File: src/hw/rtl/shfp_pkg.sv
package shfp_pkg;

  // Parser phases
  typedef enum logic [2:0] {
    PH_SYNC1  = 3'd0,
    PH_SYNC2  = 3'd1,
    PH_CMD_HI = 3'd2,
    PH_CMD_LO = 3'd3,
    PH_LEN    = 3'd4,
    PH_DATA   = 3'd5
  } phase_t;

  localparam logic [7:0] SYNC_FIRST       = 8'hFF;
  localparam logic [7:0] SYNC_SECOND      = 8'h55;
  localparam logic [7:0] VALUE_LEN        = 8'd4;
  localparam logic [7:0] MAX_LENGTH_RESET = 8'd64;

endpackage

File: src/hw/rtl/sync_header_frame_parser_top.sv
// Path: an accepted byte is captured in the input register; a frame result it
// completes is then loaded from there into the result register, raising out_valid.
// Throughput: one byte item per cycle; the result register only stalls the
// input register while a finished result waits for out_ready.
// Reset (rst_n low, synchronous): hunt for the first sync byte, empty stages,
// max_length back to 64.
module sync_header_frame_parser_top (
  input  logic        clk,
  input  logic        rst_n,
  input  logic        in_valid,
  output logic        in_ready,
  input  logic [7:0]  in_rx_byte,
  output logic        out_valid,
  input  logic        out_ready,
  output logic [15:0] out_frame_command,
  output logic [7:0]  out_frame_length,
  output logic        out_value_valid,
  output logic [31:0] out_value_bits,
  input  logic        cfg_wr_en,
  input  logic [7:0]  cfg_wr_data
);
  import shfp_pkg::*;

  logic        s1_valid_r;
  logic [7:0]  s1_byte_r;
  logic        s1_adv;

  logic [7:0]  max_length_r;

  phase_t      phase_r, phase_nxt;
  logic [15:0] command_r, command_nxt;
  logic [7:0]  length_r, length_nxt;
  logic [7:0]  count_r, count_nxt;
  logic [31:0] payload_r, payload_nxt;
  logic        emit;

  logic        out_valid_r;
  logic [15:0] out_command_r;
  logic [7:0]  out_length_r;
  logic        out_vvalid_r;
  logic [31:0] out_bits_r;

  // Advance the input register whenever the result register can take a slot
  assign s1_adv   = s1_valid_r && (!out_valid_r || out_ready);
  assign in_ready = !s1_valid_r || s1_adv;

  // Input register
  always_ff @(posedge clk) begin
    if (!rst_n) begin
      s1_valid_r <= 1'b0;
    end else if (in_ready) begin
      s1_valid_r <= in_valid;
    end
    if (in_ready && in_valid) begin
      s1_byte_r <= in_rx_byte;
    end
  end

  // Configuration register
  always_ff @(posedge clk) begin
    if (!rst_n) begin
      max_length_r <= MAX_LENGTH_RESET;
    end else if (cfg_wr_en) begin
      max_length_r <= cfg_wr_data;
    end
  end

  // Next phase
  always_comb begin
    phase_nxt = phase_r;
    unique case (phase_r)
      PH_SYNC1: begin
        if (s1_byte_r == SYNC_FIRST) phase_nxt = PH_SYNC2;
      end
      PH_SYNC2: begin
        if (s1_byte_r == SYNC_SECOND) phase_nxt = PH_CMD_HI;
        else if (s1_byte_r != SYNC_FIRST) phase_nxt = PH_SYNC1;
      end
      PH_CMD_HI: phase_nxt = PH_CMD_LO;
      PH_CMD_LO: phase_nxt = PH_LEN;
      PH_LEN: begin
        if (s1_byte_r > max_length_r || s1_byte_r == 8'd0) phase_nxt = PH_SYNC1;
        else phase_nxt = PH_DATA;
      end
      PH_DATA: begin
        if ((count_r + 8'd1) >= length_r) phase_nxt = PH_SYNC1;
      end
      default: phase_nxt = PH_SYNC1;
    endcase
  end

  // Frame fields and result strobe
  always_comb begin
    command_nxt = command_r;
    length_nxt  = length_r;
    count_nxt   = count_r;
    payload_nxt = payload_r;
    emit        = 1'b0;
    unique case (phase_r)
      PH_CMD_HI: command_nxt = {s1_byte_r, 8'd0};
      PH_CMD_LO: command_nxt = {command_r[15:8], s1_byte_r};
      PH_LEN: begin
        length_nxt = s1_byte_r;
        if (s1_byte_r <= max_length_r) begin
          count_nxt   = 8'd0;
          payload_nxt = 32'd0;
          emit        = (s1_byte_r == 8'd0);
        end
      end
      PH_DATA: begin
        // keep only the first four payload bytes
        if (count_r < VALUE_LEN) payload_nxt = {payload_r[23:0], s1_byte_r};
        count_nxt = count_r + 8'd1;
        emit      = ((count_r + 8'd1) >= length_r);
      end
      default: ;
    endcase
  end

  // Parser state
  always_ff @(posedge clk) begin
    if (!rst_n) begin
      phase_r <= PH_SYNC1;
    end else if (s1_adv) begin
      phase_r <= phase_nxt;
    end
    if (s1_adv) begin
      command_r <= command_nxt;
      length_r  <= length_nxt;
      count_r   <= count_nxt;
      payload_r <= payload_nxt;
    end
  end

  // Result register: hold until taken
  always_ff @(posedge clk) begin
    if (!rst_n) begin
      out_valid_r <= 1'b0;
    end else if (!out_valid_r || out_ready) begin
      out_valid_r <= s1_adv && emit;
    end
    if (s1_adv && emit) begin
      out_command_r <= command_nxt;
      out_length_r  <= length_nxt;
      out_vvalid_r  <= (length_nxt == VALUE_LEN);
      out_bits_r    <= (length_nxt == VALUE_LEN) ? payload_nxt : 32'd0;
    end
  end

  assign out_valid         = out_valid_r;
  assign out_frame_command = out_command_r;
  assign out_frame_length  = out_length_r;
  assign out_value_valid   = out_vvalid_r;
  assign out_value_bits    = out_bits_r;

  // A marked value always belongs to a four-byte frame
  a_vvalid_len: assert property (@(posedge clk) disable iff (!rst_n)
    out_valid && out_value_valid |-> out_frame_length == VALUE_LEN)
    else $error("value_valid without four-byte length");

  // Unmarked results carry a zero value
  a_bits_zero: assert property (@(posedge clk) disable iff (!rst_n)
    out_valid && !out_value_valid |-> out_value_bits == 32'd0)
    else $error("value_bits nonzero while value_valid low");

  // A stalled input register never moves the parser
  a_phase_hold: assert property (@(posedge clk) disable iff (!rst_n)
    !s1_adv |=> $stable(phase_r))
    else $error("phase changed without an advancing item");

  // Every result follows a frame end back to hunting
  a_emit_hunt: assert property (@(posedge clk) disable iff (!rst_n)
    s1_adv && emit |=> phase_r == PH_SYNC1)
    else $error("result emitted without return to hunting");

endmodule
File: config.mk
export PLATFORM = sky130hd
export DESIGN_NAME = sync_header_frame_parser_top
export DESIGN_NICKNAME = d
export VERILOG_FILES = /design/src/hw/rtl/shfp_pkg.sv /design/src/hw/rtl/sync_header_frame_parser_top.sv
export SDC_FILE = /design/constraint.sdc
export NUM_CORES = 1
export LEC_CHECK = 0
export ABC_AREA = 1
export ABC_CLOCK_PERIOD_IN_PS = 4300
export BUFFER_PORTS_ARGS = -buffer_cell sky130_fd_sc_hd__buf_4
export CORE_UTILIZATION = 40
export DETAILED_ROUTE_END_ITERATION = 8
export HOLD_SLACK_MARGIN = 0.02
export SLEW_MARGIN = 30
export SYNTH_ARGS = -nofsm -noshare
export SYNTH_HDL_FRONTEND = slang
export SYNTH_SLANG_ARGS = --single-unit
export TNS_END_PERCENT = 100
File: constraint.sdc
create_clock -name clk -period 4.3 [get_ports clk]
set_input_delay 0.215 -clock clk [delete_from_list [all_inputs] [get_ports clk]]
set_output_delay 0.215 -clock clk [all_outputs]
set_load 0.02 [all_outputs]
-- Word level (Yosys, flattened, before mapping)
Cells that the tools add are included.
- register bits: 142
- output and inout port bits: 59
- word-level logic and storage cells: 59
- $lt $le $gt $ge: 4
- eq/ne operators: 13
- add/sub/neg operators: 1
- reduce and logical (&&, ||, !) cells: 13
- multiplexer cells: 15
- operators with widths (cell ; count):
    $mux 32 ; 2
    $pmux 32 s2 ; 1
    $pmux 16 s2 ; 1
    $pmux 3 s6 ; 1
    $mux 8 ; 2
    $pmux 8 s2 ; 1
    $mux 3 ; 5
    $add 8x1->8 const B ; 1
    $eq 8x3->1 const B ; 1
    $eq 8x7->1 const B ; 1
    $eq 8x8->1 const B ; 1
    $ge 8x8->1 ; 1
    $gt 8x8->1 ; 1
    $le 8x8->1 ; 1
    $logic_not 8->1 ; 1
    $lt 8x3->1 const B ; 1
    $ne 8x8->1 const B ; 1
    $eq 3x2->1 const B ; 2
    $eq 3x3->1 const B ; 2
    $ne 2x2->1 const B ; 3
    $reduce_and 4->1 ; 1
    $eq 3x1->1 const B ; 1
    $logic_and 1x1->1 ; 3
    $logic_not 3->1 ; 1
    7 further kinds ; 10

-- Longest topological paths before layout
- depth in word-level cells: 5
- depth in mapped cells: 16
- gate-level depth less buffers: 16

-- Worst setup path before layout
OpenSTA, ideal clock, no wires.
- path kind: reg-to-reg
- start: register count_r[0]
- end: register out_command_r[0], in the netlist out_frame_command[0] (enable)
- library setup time: 0.411 ns
- period minus slack after synthesis: 3.439 ns
- buffers on the path: 0
- data arrival time: 3.028 ns
- cell stages (with the launch flop): 16
- path slack: 0.861 ns
- cell sequence: edfxtp_1 -> ha_1 -> nand2_1 -> inv_1 -> nand4_1 -> xor2_1 -> inv_1 -> ha_1 -> nand2_1 -> nor2_1 -> nand4_1 -> nand3_1 -> nand2_1 -> nand2_1 -> nand2_1 -> inv_1
- longest elaborated chain between the ends: 4
- RTL lines (item ; line ; source):
    from (decl) ; sync_header_frame_parser_top.sv:33 ; logic [7:0] count_r, count_nxt;
    from (signal assigned) ; sync_header_frame_parser_top.sv:130 ; count_r <= count_nxt;
    $add 8x1->8 ; sync_header_frame_parser_top.sv:114 ; emit = ((count_r + 8'd1) >= length_r);
    $ge 8x8->1 ; sync_header_frame_parser_top.sv:114 ;
    $pmux 1 s2 ; sync_header_frame_parser_top.sv:99 ; unique case (phase_r)
    $logic_and 1x1->1 ; sync_header_frame_parser_top.sv:142 ; if (s1_adv && emit) begin
    to (signal assigned) ; sync_header_frame_parser_top.sv:143 ; out_command_r <= command_nxt;
    to (decl) ; sync_header_frame_parser_top.sv:38 ; logic [15:0] out_command_r;
No other way between the ends.
A chain may end at the register's enable or synchronous reset.

-- Worst setup path in the final report
- start: register count_r[0]
- end: register out_command_r[1], in the netlist out_frame_command[1] (enable)
The elaborated chain is that of the path after synthesis.

==> metrics.cfg <==
[outcome]
status=completed

[synthesis]
synth_common_cells=129 x edfxtp_1, 102 x inv_1, 76 x nand2_1
ys_types=31
synthFlopType=edfxtp_1
syn_area_per_cell_sq_um=10.7
yosysMostFrequentCell=edfxtp_1
synthTopCellsByArea=edfxtp_1 60%, inv_1 5.9%, o21ai_0 4.9%, nand2_1 4.4%, dfxtp_1 4.0%
ys_ff_latch=142
synth_edf_count=129
synthArstFlopShare_pct=0
syn_nets=642
synthCells=604
synth_area_leader_cell=edfxtp_1
ys_seq_area_share_pct=63.8
ys_warn_count=0
yosysTopAreaCellShare_pct=59.8
synth_area_sq_um=6480

[detailed_routing]
drc=0
routed_wl_mm=13.8
vias=4554
drt_iter0_drc=364
final_antenna_net_count=0
wl_per_cell_um=15.0
dr.pass1.iters=5
via_per_inst=4.93

[cells_and_area]
num-fill-cells=1415
seq_area_sq_um=4130
diodes=0
final_cells=923
multiInputGateArea_sq_um=1790
layout.nets=733
area_delta_synth_final_pct=22.7
utilization_pct=50.2
drive_gt1_share_pct=20.1

[die]
coreArea_sq_um=15800
pin_count=80
die_y_um=129
row_count=46
dieArea_sq_um=16700
start_util_pct=40.9
die_w_um=129

[timing]
slew_violations=0
tightestPinTransition_ns=0.941
finalSetupViolations=0
fin_crit_ns=3.26
holdWs_ns=0.0821
slew_headroom_pct=37.1
post-route-period-util_pct=75.9
fin_worst_skew_ns=0.00656
hold_viol=0
fmax_ghz=0.306
rsz0062_at_grt=no
fin_tns_setup_ns=0

[global_route]
grt_pass1_wl_mm=22.2
grtUsageTotal_pct=17.7
antenna_found_initial=0
gr-total-overflow=0
grt_max_degree=65
grt_pass1_vias=4450

[worst_setup_path]
criticalPathCategory=register to register
worstSetupEndpointType=register
arrival_ns=3.37
rrSetupSlack_ns=1.04
cp_max_fo=29
critPathRequiredTime_ns=4.41
crit_path_start_kind=register

[power]
p_per_area_nw_per_um2=393
ir_worst_vdd_mv=0.313
finalPower_mw=3.12
p_leak_nw=3.50

[min_path]
holdCritPathClass=input port to register

[clock_tree]
clock_latency_ns=0.41
path_clk_slew_ns=0.06
clock_path_buffers=2
cts.sinks=142
numCtsBuffers=17
root_buffer=clkbuf_16
cts_resized=0
cts_tree=done
htreeDepth=4

[placed_design]
dp.cells=881
buffer_ports.inserted=79
gp_congestion=0.848
hpwl_mm=8.97

[flow_run]
drv_cap=0

-- worst max-delay path, cell delays in order (launching register included) --
cell	delay, ns
edfxtp_1	0.44
ha_1	0.25
nand2_1	0.07
inv_1	0.07
nand4_1	0.09
xor2_1	0.23
inv_1	0.08
ha_1	0.27
nand2_1	0.06
nor2_1	0.15
nand4_1	0.13
nand3_1	0.11
nand2_1	0.06
nand2_1	0.08
nand2_1	0.07
inv_2	0.49
buf_12	0.28
-- layout by cell type (no fill, tap or decap), drive strengths merged, types with 7 or more instances in the layout --
| master | count |
|---|---|
| edfxtp | 129 |
| inv | 115 |
| nand2 | 87 |
| buf | 83 |
| o21ai | 66 |
| a21oi | 49 |
| nor2 | 35 |
| o21bai | 32 |
| nand3 | 19 |
| clkbuf | 19 |
| ha | 17 |
| dfxtp | 13 |
| dlygate4sd3 | 11 |
| clkinv | 8 |
| nand4 | 7 |
-- area by class of cell --
| cell class | count | area share [%] |
|---|---|---|
| multi-input combinational | 325 | 22.5 |
| sequential | 142 | 52.0 |
| clock inverter | 12 | 1.84 |
| tap | 216 | 3.40 |
| inverter | 115 | 5.43 |
| timing repair buffer | 94 | 9.38 |
| clock buffer | 19 | 5.45 |
-- metrics by stage --
stage / setup WS (ns) / cell area [sq um]
6_report: 1.04 / 7950
3_5_place_dp: 1.02 / 7260
2_1_floorplan: 0.861 / 6480
5_1_grt: 0.728 / 7950
4_1_cts: 0.995 / 7950
3_3_place_gp: 1.22 / 7260
-- kinds of logic after synthesis --
group	after synthesis	synth area share [%]
XOR/XNOR	4	0.541
AO/OA/AOI/OAI	150	13.1
adder cells (fa/ha/maj)	17	3.28
flip-flops	142	63.8
AND/OR/NAND/NOR	154	10.7
buffers and inverters	137	8.63
-- metal layers --
layer / vias to the layer above / share of wire (%) / GRT usage (%)
met5: - / 0 / 0
met4: 0 / 1.6 / 7.82
met3: 16 / 4.1 / 3.67
met2: 115 / 48 / 28.2
met1: 2208 / 47 / 23.3
li1: 2215 / - / -
-- registers in the layout (all words and copies together), names as in the netlist --
signal	flops
command_r	16
count_r	8
length_r	8
max_length_r	8
out_frame_command	16
out_frame_length	8
out_valid	1
out_value_bits	32
out_value_valid	1
payload_r	32
phase_r	3
s1_byte_r	8
s1_valid_r	1
-- worst paths after layout --
check,startpoint,endpoint,depth (start not counted)
setup / recovery,count_r[0],out_frame_command[1],16
hold / removal,cfg_wr_data[1],max_length_r[1],3
setup reg to reg,count_r[0],out_frame_command[1],16
hold reg to reg,max_length_r[1],max_length_r[1],2
-- repair_timing --
action,4_1_cts,5_1_grt
endpoints found under the hold margin,10,0
buffers inserted,0,0
endpoints found under the setup margin,0,0
hold buffers,11,0
-- power breakdown --
group	total, mW	internal [mW]	leakage (nW)	switching (mW)
Clock	1.44	0.903	0.282	0.539
Sequential	1.56	1.53	1.39	0.0240
Combinational	0.124	0.0517	1.83	0.0725
Power figures use the tool's default switching activity.
